===== src/sv/f2h_pkg.sv =====
// Package for the binary32 to binary16 converter.
// Holds field widths, bit-pattern constants and exponent thresholds.
// No dependencies.
package f2h_pkg;

  localparam int unsigned SGL_W  = 32;
  localparam int unsigned HALF_W = 16;
  localparam int unsigned FRAC_W = 23;
  localparam int unsigned EXP_W  = 8;
  localparam int unsigned SH_W   = 5;
  localparam int unsigned MAN_W  = 10;

  localparam logic [15:0] HALF_EXP_ONE = 16'h0400;
  localparam logic [15:0] HALF_SIGN    = 16'h8000;
  localparam logic [14:0] HALF_INF     = 15'h7C00;
  localparam logic [15:0] HALF_QUIET   = 16'h0200;

  // Single exponent fields (biased) that bound each conversion range.
  localparam logic [7:0] EXP_ROUND_ONLY = 8'd102;  // half of the smallest subnormal
  localparam logic [7:0] EXP_SUB_LO     = 8'd103;  // first subnormal result
  localparam logic [7:0] EXP_NORM_LO    = 8'd113;  // first normal result
  localparam logic [7:0] EXP_NORM_HI    = 8'd142;  // last normal result
  localparam logic [7:0] EXP_SPECIAL    = 8'd255;  // infinity or NaN
  localparam logic [7:0] SUB_SH_BASE    = 8'd113;  // base shift for subnormals
  localparam logic [7:0] SUB_FRAC_BASE  = 8'd126;  // fraction shift for subnormals
  localparam logic [7:0] NORM_EXP_BIAS  = 8'd112;  // rebias to the half exponent

  localparam logic [4:0] SH_NORMAL = 5'd13;
  localparam logic [4:0] SH_FLUSH  = 5'd24;

endpackage


===== src/sv/f2h_in_if.sv =====
// Input channel of the converter: valid/ready with one binary32 pattern
// and a last flag. Depends on f2h_pkg.
interface f2h_in_if;
  logic                          valid;
  logic                          ready;
  logic [f2h_pkg::SGL_W-1:0]     single_bits;
  logic                          last_in;

  modport source (output valid, output single_bits, output last_in, input ready);
  modport sink   (input valid, input single_bits, input last_in, output ready);
endinterface


===== src/sv/f2h_out_if.sv =====
// Output channel of the converter: valid/ready with one binary16 pattern
// and the passed-through last flag. Depends on f2h_pkg.
interface f2h_out_if;
  logic                          valid;
  logic                          ready;
  logic [f2h_pkg::HALF_W-1:0]    half_bits;
  logic                          last_out;

  modport source (output valid, output half_bits, output last_out, input ready);
  modport sink   (input valid, input half_bits, input last_out, output ready);
endinterface


===== src/sv/fp32_to_fp16_convert_rne.sv =====
// Binary32 to binary16 conversion with round to nearest, ties to even.
// Throughput: one transfer per cycle; the three pipeline registers each stall
// only when they hold data that the stage after them cannot take.
// Reset: rst_ni clears the stage valid bits asynchronously; payload is not reset.
// Depends on f2h_pkg, f2h_in_if and f2h_out_if.
module fp32_to_fp16_convert_rne (
  input  logic         clk_i,
  input  logic         rst_ni,
  f2h_in_if.sink       in_i,
  f2h_out_if.source    out_o
);

  // Handshake chain. A stage may load when it is empty or when the stage
  // after it is loading too, so bubbles are squeezed out and the input
  // still takes a transfer while a finished result waits at the output.
  logic v1_q, v2_q, v3_q;
  logic rdy1, rdy2, rdy3;

  assign rdy3 = !v3_q || out_o.ready;
  assign rdy2 = !v2_q || rdy3;
  assign rdy1 = !v1_q || rdy2;
  assign in_i.ready = rdy1;

  // ---------------------------------------------------------------------
  // Stage 1: decode the exponent into a half base value, the amount by
  // which the single fraction is shifted right, and whether rounding
  // applies. Large exponents and infinities never round; tiny values
  // below half of the smallest subnormal flush to a signed zero.
  // ---------------------------------------------------------------------
  logic [f2h_pkg::EXP_W-1:0]  exp_in;
  logic [f2h_pkg::FRAC_W-1:0] frac_in;
  logic [14:0]                base_d;
  logic [f2h_pkg::SH_W-1:0]   shift_d;
  logic                       rounds_d;
  logic                       nan_d;
  logic [3:0]                 sub_sh;

  logic                       sign1_q, rounds1_q, nan1_q, last1_q;
  logic [14:0]                base1_q;
  logic [f2h_pkg::SH_W-1:0]   shift1_q;
  logic [f2h_pkg::FRAC_W-1:0] frac1_q;

  assign exp_in  = in_i.single_bits[30:23];
  assign frac_in = in_i.single_bits[22:0];
  assign sub_sh  = 4'(f2h_pkg::SUB_SH_BASE - exp_in);

  always_comb begin
    base_d   = '0;
    shift_d  = f2h_pkg::SH_FLUSH;
    rounds_d = 1'b0;
    if (exp_in < f2h_pkg::EXP_SUB_LO) begin
      // Only the value just above half the smallest subnormal can round up.
      rounds_d = (exp_in == f2h_pkg::EXP_ROUND_ONLY);
    end else if (exp_in < f2h_pkg::EXP_NORM_LO) begin
      // Subnormal half: the hidden one lands inside the fraction field.
      base_d   = 15'(f2h_pkg::HALF_EXP_ONE >> sub_sh);
      shift_d  = 5'(f2h_pkg::SUB_FRAC_BASE - exp_in);
      rounds_d = 1'b1;
    end else if (exp_in <= f2h_pkg::EXP_NORM_HI) begin
      base_d   = {5'(exp_in - f2h_pkg::NORM_EXP_BIAS), 10'd0};
      shift_d  = f2h_pkg::SH_NORMAL;
      rounds_d = 1'b1;
    end else if (exp_in < f2h_pkg::EXP_SPECIAL) begin
      // Overflow saturates to infinity.
      base_d   = f2h_pkg::HALF_INF;
    end else begin
      // Infinity or NaN: keep the top ten fraction bits.
      base_d   = f2h_pkg::HALF_INF;
      shift_d  = f2h_pkg::SH_NORMAL;
    end
  end

  assign nan_d = (exp_in == f2h_pkg::EXP_SPECIAL) && (frac_in != '0);

  always_ff @(posedge clk_i or negedge rst_ni) begin
    if (!rst_ni) begin
      v1_q <= 1'b0;
    end else if (rdy1) begin
      v1_q <= in_i.valid;
    end
  end

  always_ff @(posedge clk_i) begin
    if (rdy1 && in_i.valid) begin
      sign1_q   <= in_i.single_bits[31];
      base1_q   <= base_d;
      shift1_q  <= shift_d;
      rounds1_q <= rounds_d;
      nan1_q    <= nan_d;
      frac1_q   <= frac_in;
      last1_q   <= in_i.last_in;
    end
  end

  // ---------------------------------------------------------------------
  // Stage 2: align the fraction, and pick out the guard bit (the first bit
  // shifted out, or the hidden one when the whole fraction goes) and the
  // sticky bit (any lower bit set).
  // ---------------------------------------------------------------------
  logic [f2h_pkg::MAN_W-1:0]  man_d;
  logic [f2h_pkg::FRAC_W:0]   hid;
  logic [f2h_pkg::FRAC_W:0]   low_mask;
  logic [f2h_pkg::SH_W-1:0]   guard_pos;
  logic                       guard_d, sticky_d;

  logic [f2h_pkg::HALF_W-1:0] sb2_q;
  logic [f2h_pkg::MAN_W-1:0]  man2_q;
  logic                       guard2_q, sticky2_q, nan2_q, last2_q;

  assign guard_pos = shift1_q - 5'd1;
  assign man_d     = 10'(frac1_q >> shift1_q);
  assign hid       = {1'b1, frac1_q};
  assign low_mask  = (24'd1 << guard_pos) - 24'd1;
  assign guard_d   = rounds1_q && hid[guard_pos];
  assign sticky_d  = |(frac1_q & low_mask[f2h_pkg::FRAC_W-1:0]);

  always_ff @(posedge clk_i or negedge rst_ni) begin
    if (!rst_ni) begin
      v2_q <= 1'b0;
    end else if (rdy2) begin
      v2_q <= v1_q;
    end
  end

  always_ff @(posedge clk_i) begin
    if (rdy2 && v1_q) begin
      sb2_q     <= {sign1_q, base1_q};
      man2_q    <= man_d;
      guard2_q  <= guard_d;
      sticky2_q <= sticky_d;
      nan2_q    <= nan1_q;
      last2_q   <= last1_q;
    end
  end

  // ---------------------------------------------------------------------
  // Stage 3: add the aligned fraction and the rounding increment to the
  // signed base. A carry out of the fraction moves into the exponent, which
  // is how a subnormal rounds to the smallest normal and the largest
  // finite value rounds to infinity. NaNs are forced quiet.
  // ---------------------------------------------------------------------
  logic                       lsb, inc;
  logic [f2h_pkg::HALF_W-1:0] sum;
  logic [f2h_pkg::HALF_W-1:0] half_d;
  logic [f2h_pkg::HALF_W-1:0] half3_q;
  logic                       last3_q;

  assign lsb    = sb2_q[0] ^ man2_q[0];
  assign inc    = guard2_q && (sticky2_q || lsb);
  assign sum    = sb2_q + {6'd0, man2_q} + {15'd0, inc};
  assign half_d = nan2_q ? (sum | f2h_pkg::HALF_QUIET) : sum;

  always_ff @(posedge clk_i or negedge rst_ni) begin
    if (!rst_ni) begin
      v3_q <= 1'b0;
    end else if (rdy3) begin
      v3_q <= v2_q;
    end
  end

  always_ff @(posedge clk_i) begin
    if (rdy3 && v2_q) begin
      half3_q <= half_d;
      last3_q <= last2_q;
    end
  end

  assign out_o.valid     = v3_q;
  assign out_o.half_bits = half3_q;
  assign out_o.last_out  = last3_q;

`ifndef NO_ASSERTIONS
  // A NaN leaving stage 2 always shows up as a quiet NaN at the output.
  a_nan_quiet: assert property (@(posedge clk_i) disable iff (!rst_ni)
    (v2_q && rdy3 && nan2_q) |=>
      (out_o.half_bits[14:10] == 5'h1F && out_o.half_bits[9]))
    else $error("NaN input did not produce a quiet NaN");

  // Rounding never carries into the sign bit.
  a_sign_kept: assert property (@(posedge clk_i) disable iff (!rst_ni)
    (v2_q && rdy3) |=> (out_o.half_bits[15] == $past(sb2_q[15])))
    else $error("rounding carry reached the sign bit");

  // With all stages full and the output stalled, no input is taken.
  a_full_stall: assert property (@(posedge clk_i) disable iff (!rst_ni)
    (v1_q && v2_q && v3_q && !out_o.ready) |-> !in_i.ready)
    else $error("input taken while the pipeline was full and stalled");
`endif

endmodule

===== src/flat_wrapper.sv =====
// flat-port wrapper written by rule: the top's interface ports become plain ports
module fp32_to_fp16_convert_rne_flat 
  (clk_i, rst_ni, in_i_valid, in_i_single_bits, in_i_last_in, in_i_ready, out_o_valid, out_o_half_bits, out_o_last_out, out_o_ready);
  f2h_in_if in_i_i ();
  f2h_out_if out_o_i ();
  input  logic clk_i;
  input  logic rst_ni;
  input wire logic [$bits(in_i_i.valid)-1:0] in_i_valid;
  input wire logic [$bits(in_i_i.single_bits)-1:0] in_i_single_bits;
  input wire logic [$bits(in_i_i.last_in)-1:0] in_i_last_in;
  output wire logic [$bits(in_i_i.ready)-1:0] in_i_ready;
  output wire logic [$bits(out_o_i.valid)-1:0] out_o_valid;
  output wire logic [$bits(out_o_i.half_bits)-1:0] out_o_half_bits;
  output wire logic [$bits(out_o_i.last_out)-1:0] out_o_last_out;
  input wire logic [$bits(out_o_i.ready)-1:0] out_o_ready;
  assign in_i_i.valid = in_i_valid;
  assign in_i_i.single_bits = in_i_single_bits;
  assign in_i_i.last_in = in_i_last_in;
  assign in_i_ready = in_i_i.ready;
  assign out_o_valid = out_o_i.valid;
  assign out_o_half_bits = out_o_i.half_bits;
  assign out_o_last_out = out_o_i.last_out;
  assign out_o_i.ready = out_o_ready;
  fp32_to_fp16_convert_rne u_core (.clk_i(clk_i), .rst_ni(rst_ni), .in_i(in_i_i), .out_o(out_o_i));
endmodule

===== config.mk =====
export PLATFORM = sky130hd
export DESIGN_NAME = fp32_to_fp16_convert_rne_flat
export DESIGN_NICKNAME = d
export VERILOG_FILES = /design/src/sv/f2h_pkg.sv /design/src/sv/f2h_in_if.sv /design/src/sv/f2h_out_if.sv /design/src/sv/fp32_to_fp16_convert_rne.sv /design/src/flat_wrapper.sv
export SDC_FILE = /design/constraint.sdc
export NUM_CORES = 1
export LEC_CHECK = 0
export ABC_AREA = 1
export BUFFER_PORTS_ARGS = -buffer_cell sky130_fd_sc_hd__buf_2
export CORE_MARGIN = 2
export CORE_UTILIZATION = 61
export CTS_CLUSTER_DIAMETER = 200
export DETAILED_ROUTE_END_ITERATION = 6
export PLACE_DENSITY = 0.8
export SYNTH_ARGS = -nofsm -noshare
export SYNTH_HDL_FRONTEND = slang
export SYNTH_SLANG_ARGS = --single-unit

===== constraint.sdc =====
create_clock -name clk_i -period 5.1 [get_ports clk_i]
set_input_delay 0.51 -clock clk_i [delete_from_list [all_inputs] [get_ports clk_i]]
set_output_delay 0.51 -clock clk_i [all_outputs]
set_load 0.01 [all_outputs]

# After elaboration in Yosys (flattened, before gate mapping)
# Cells that the tools add are included.
[word_totals]
ff_bits = 97
latchBits = 0
mem_bits_rw = 0
romBits = 0
in_bits = 37
out_inout_bits = 19
word_cells = 63
mem_count = 0
[op_classes]
add_sub_neg = 7
multipliers = 0
div_mod_pow = 0
magnitude_cmp = 5
eq_ne = 2
shifts = 3
mux = 10
n_bitwise = 2
reduce_logical = 15
[op_table]
columns = ["operator", "count"]
rows = [
  ["2-to-1 mux 15 bit", 2],
  ["AND 23 bit", 1],
  ["nonzero test 23 bit", 1],
  ["OR reduction 23 bit", 1],
  ["<< shifter 1 x 5 -> 23 bit (first input constant)", 1],
  [">> shifter 23 x 5 -> 10 bit", 1],
  ["subtractor 23 x 1 -> 23 bit (second input constant)", 1],
  ["adder 16 x 1 -> 16 bit", 1],
  ["adder 16 x 10 -> 16 bit", 1],
  ["less-than comparator 8 x 7 -> 1 bit (second input constant)", 2],
  ["2-to-1 mux 5 bit", 3],
  [">> shifter 11 x 4 -> 15 bit (first input constant)", 1],
  ["== test 8 x 7 -> 1 bit (second input constant)", 1],
  ["== test 8 bit (second input constant)", 1],
  ["<= comparator 8 bit (second input constant)", 1],
  ["less-than comparator 8 bit (second input constant)", 1],
  ["logical AND 1 bit", 6],
  ["less-than comparator 5 x 6 -> 1 bit (second input constant)", 1],
  ["binary-select mux 1 bit (select 5 bit)", 1],
  ["subtractor 5 x 1 -> 5 bit (second input constant)", 1],
  ["subtractor 5 bit (first input constant)", 1],
  ["subtractor 5 bit (second input constant)", 1],
  ["logical OR 1 bit", 4],
  ["2-to-1 mux 1 bit", 4],
  ["other kinds (3)", 5],
]

# Depth between registers and ports, before layout
[logic_depth]
depth_word = 5
depth_mapped = 21
mapped_depth_nobuf = 19

# Worst setup path after synthesis
# No wires, ideal clock.
[synth_timing]
path_type = "register to register"
startpoint = "reg u_core.shift1_q[0] in the netlist's numbering"
endpoint = "reg u_core.sticky2_q, data pin"
setup_ns = 0.254
t_arrival_ns = 2.731
t_required_ns = 4.846
slack_ns = 2.115
path_stages_with_launch = 22
path_buffers = 3
period_less_slack_ns = 2.985
path_cell_list = "edfxtp_1 > buf_4 > inv_2 > clkbuf_1 > ha_1 > nand2_1 > nand2_1 > nand2_2 > nor2_4 > buf_6 > nand2_1 > ha_1 > nand2_4 > nor2_2 > nand2_2 > nand2_1 > nand3_1 > nand2_1 > nor2_1 > nand2_1 > nor2_1 > nand2_1"
[synth_between]
elab_chain_len = 5
[synth_lines]
columns = ["element", "line_no", "source"]
rows = [
  ["start, declared", "fp32_to_fp16_convert_rne.sv:40", "logic [f2h_pkg::SH_W-1:0] shift1_q;"],
  ["start signal, assigned", "fp32_to_fp16_convert_rne.sv:87", "shift1_q <= shift_d;"],
  ["subtractor 5 x 1 -> 5 bit", "fp32_to_fp16_convert_rne.sv:110", "assign guard_pos = shift1_q - 5'd1;"],
  ["<< shifter 1 x 5 -> 23 bit", "fp32_to_fp16_convert_rne.sv:113", "assign low_mask = (24'd1 << guard_pos) - 24'd1;"],
  ["subtractor 23 x 1 -> 23 bit", "fp32_to_fp16_convert_rne.sv:113", ""],
  ["AND 23 bit", "fp32_to_fp16_convert_rne.sv:115", "assign sticky_d = |(frac1_q & low_mask[f2h_pkg::FRAC_W-1:0]);"],
  ["OR reduction 23 bit", "fp32_to_fp16_convert_rne.sv:115", ""],
  ["via u_core.sticky_d", "fp32_to_fp16_convert_rne.sv:104", "logic guard_d, sticky_d;"],
  ["end signal, assigned", "fp32_to_fp16_convert_rne.sv:130", "sticky2_q <= sticky_d;"],
  ["end, declared", "fp32_to_fp16_convert_rne.sv:108", "logic guard2_q, sticky2_q, nan2_q, last2_q;"],
]
# The timed path passes the listed nets, and every way through them passes these cells.
# A chain may end at the register's enable or synchronous reset.

# Worst setup path in the final report
[layout_timing]
startpoint = "reg u_core.shift1_q[1] in the netlist's numbering"
endpoint = "reg u_core.sticky2_q, data pin"
# The elaborated chain is that of the path after synthesis.

==> results.cfg <==
[routing]
routedWlPerCell_um = 16.0
antenna_left = 0
met2_length_um = 7160
wl_met1_um = 6690
drt_first_pass_iters = 7
top_layer_used = met4
num_vias = 5404
via_per_inst = 5.69
dr_wl_met3_um = 1140
drt_iter0_markers = 436
routed_wl_um = 15200
drc = 0

[worst_setup_path]
cp_slowest_cell = edfxtp_1
crit_top_cell = nand2_1
r2r_slack_ns = 1.30
crit_fanout = 25
cp-endpoint = u_core.sticky2_q
crit_path_start_kind = register
critical_path_class = register to register
r2r_start = u_core.shift1_q[1]
crit_chain = inv_1 > ha_1 > nand3_1 > nand2_2 > nor2_4 > nand2_1 > ha_1 > inv_1 > nand2_1 > nand3_1 > o211ai_1 > nor2_1 > nand4_1 > nor2_1 > nand2_1
cp-startpoint = u_core.shift1_q[1]
r2r-end = u_core.sticky2_q
cp-end-kind = register
max_stage_delay_ns = 0.85
r2r_cells = 15
crit_required_ns = 5.24
crit_arrival_ns = 3.94

[global_routing]
globalRouteOverflowTotal = 0
grt_start_max_net_pins = 48
grt_first_pass_wirelength_um = 24300
antenna_found_initial = 0
grtUsageTotal = 0.278
grt_pass1_vias = 4974

[cells_and_area]
drive_above_1_share = 0.151
final_cells = 949
fin_util = 0.675
num_antenna_cells = 0
fin_nets = 870
syn2layout_area_growth_pct = 8.02
layout_commonest_cell = nand2_1
seqCellArea_um2 = 2900
layout_common_cells = nand2_1 (177), inv_1 (94), edfxtp_1 (94), o21ai_0 (67)
n_fill_cell = 881
multi_input_area_um2 = 2960

[timing]
min_period_over_period = 0.745
setup_viol = 0
clock_skew_ns = 0.0191
hold_viol_final = 0
min_period_ns = 3.80
tightest_slew_ns = 1.15
whs_ns = 0.312
rsz0062_at_grt = false
tns_ns = 0
fmax_mhz = 263
max_slew_margin = 0.232
drv_slew = 0

[synthesis]
synth-seq-cells = 97
syn_area_per_cell_um2 = 8.42
yosysUniqueCellTypes = 50
synthCells = 760
yosysSeqAreaShare = 0.453
synth_area_um2 = 6400
mappedNetlistNets = 822
synth_warnings = 0

[placement]
portBuffers = 55
gp_congestion = 0.977
dp_cells = 932
dp_hpwl_um = 11900

[clock_network]
clk_pin_slew_ns = 0.10
clkLatencyLatePin_ns = 0.37
clock_path_buffers = 2
clockRootBuffer = clkbuf_8
post-cts-setup-buffers = 0
cts_buffers = 9
cts_tree = done
h-tree-depth = 3
cts_sinks = 97
cts-resized-gates = 0

[die]
die_w_um = 106
dieArea_um2 = 11300
coreArea_um2 = 10200
io_pins = 56
row_count = 37
die_y_um = 106
start_util = 0.625

[power]
leakage_uw = 0.00308
p_per_area_nw_per_um2 = 344
ir_worst_vdd_mv = 0.235

[status]
status = finished, final reports clean

[min_path]
hp-class = input port to register

[run]
drv_cap = 0
[registers in the layout, indices dropped and copies added, names as in the netlist]
| register | cells |
|---|---|
| u_core.frac1_q | 23 |
| u_core.out_o.half_bits | 16 |
| u_core.sb2_q | 16 |
| u_core.base1_q | 15 |
| u_core.man2_q | 10 |
| u_core.shift1_q | 5 |
| u_core.guard2_q | 1 |
| u_core.last1_q | 1 |
| u_core.last2_q | 1 |
| u_core.nan1_q | 1 |
| u_core.nan2_q | 1 |
| u_core.out_o.last_out | 1 |
| u_core.out_o.valid | 1 |
| u_core.rounds1_q | 1 |
| u_core.sign1_q | 1 |
| u_core.sticky2_q | 1 |
| u_core.v1_q | 1 |
| u_core.v2_q | 1 |
[worst max-delay path: cells and delay by family (launching register included)]
| kind | cells | cell delay (ns) |
|---|---|---|
| flip-flops | 1 | 0.85 |
| buffers and inverters | 2 | 0.63 |
| adder cells (fa/ha/maj) | 2 | 0.67 |
| AO/OA/AOI/OAI | 1 | 0.08 |
| AND/OR/NAND/NOR | 10 | 1.33 |
[layout make-up]
type                            instances  area share
Clock inverter                          5     0.00561
Tap cell                              136      0.0246
Inverter                              106      0.0590
Multi-Input combinational cell        536       0.429
Timing Repair Buffer                   58      0.0435
Clock buffer                           11      0.0190
Sequential cell                        97       0.419
[worst min path at each step]
stage	start	to	slack, ns	cells past startpoint
final	in_i_single_bits[31]	u_core.sign1_q	0.31	1
after global routing	in_i_single_bits[31]	u_core.sign1_q	0.30	1
after CTS	in_i_single_bits[31]	u_core.sign1_q	0.30	1
after detailed placement	rst_ni	u_core.v2_q	0.31	1
after global placement	rst_ni	u_core.out_o.valid	0.30	1
after floorplan	rst_ni	u_core.out_o.valid	0.21	0
[per-stage QoR]
step	total power, uW	area, um2	worst slack [ns]
after floorplan	1710	6400	2.11
after global placement	1900	6730	1.49
after detailed placement	1930	6730	1.38
after CTS	2380	6910	1.38
after global routing	2520	6910	0.958
final	2380	6910	1.30
[logic make-up after synthesis]
family | Yosys count | share of synthesized area
xor gates and xnor gates | 15 | 0.0205
adders and majority gates | 25 | 0.0512
DFF | 97 | 0.453
and+or+nand+nor | 357 | 0.264
AOI/OAI and AO/OA | 136 | 0.123
muxes | 3 | 0.00469
buffers and inverters | 127 | 0.0837
[where the power goes]
group / switching (uW) / total (uW) / leakage (uW) / internal, uW
Sequential: 84.0 / 1140 / 0.000949 / 1060
Combinational: 516 / 782 / 0.00205 / 265
Clock: 275 / 456 / 0.0000843 / 181
[synthesized netlist by cell type, drive strengths merged]
cell     instances  area share
a32o             1      0.0016
nand3b           5      0.0059
edfxtp          94        0.44
a21oi           25       0.020
fa               2      0.0063
a32oi            1      0.0014
o311ai           1      0.0014
xnor2            4      0.0055
or2              5      0.0049
a31oi            4      0.0039
a21boi           1      0.0012
o31ai            1      0.0012
nand3           60       0.049
o211ai          13       0.015
buf              8       0.012
nor4             7      0.0068
mux2i            3      0.0047
nor3            11      0.0086
ha              23       0.045
nand2          188        0.12
a2111oi          1      0.0014
dfrtp            3       0.012
o22ai            1     0.00098
a211oi           1      0.0012
o21bai           2      0.0023
inv            106       0.064
nand4            8      0.0078
o221ai           1      0.0014
a31o             1      0.0014
nor2            73       0.060
a22o             1      0.0014
clkbuf          13      0.0076
xor2            11       0.015
a21o             1      0.0012
o21ai           80       0.067
[layer usage]
| layer | up-vias | track usage |
|---|---|---|
| li1 | 2669 | - |
| met1 | 2481 | 0.386 |
| met2 | 232 | 0.458 |
| met3 | 22 | 0.0448 |
| met4 | 0 | 0.0724 |
| met5 | - | 0 |
[repair_timing]
action	4_1_cts	5_1_grt
endpoints found under the setup margin	0	0
hold endpoints to repair	3	0
hold buffers	1	0
(Power assumes the default switching activity.)
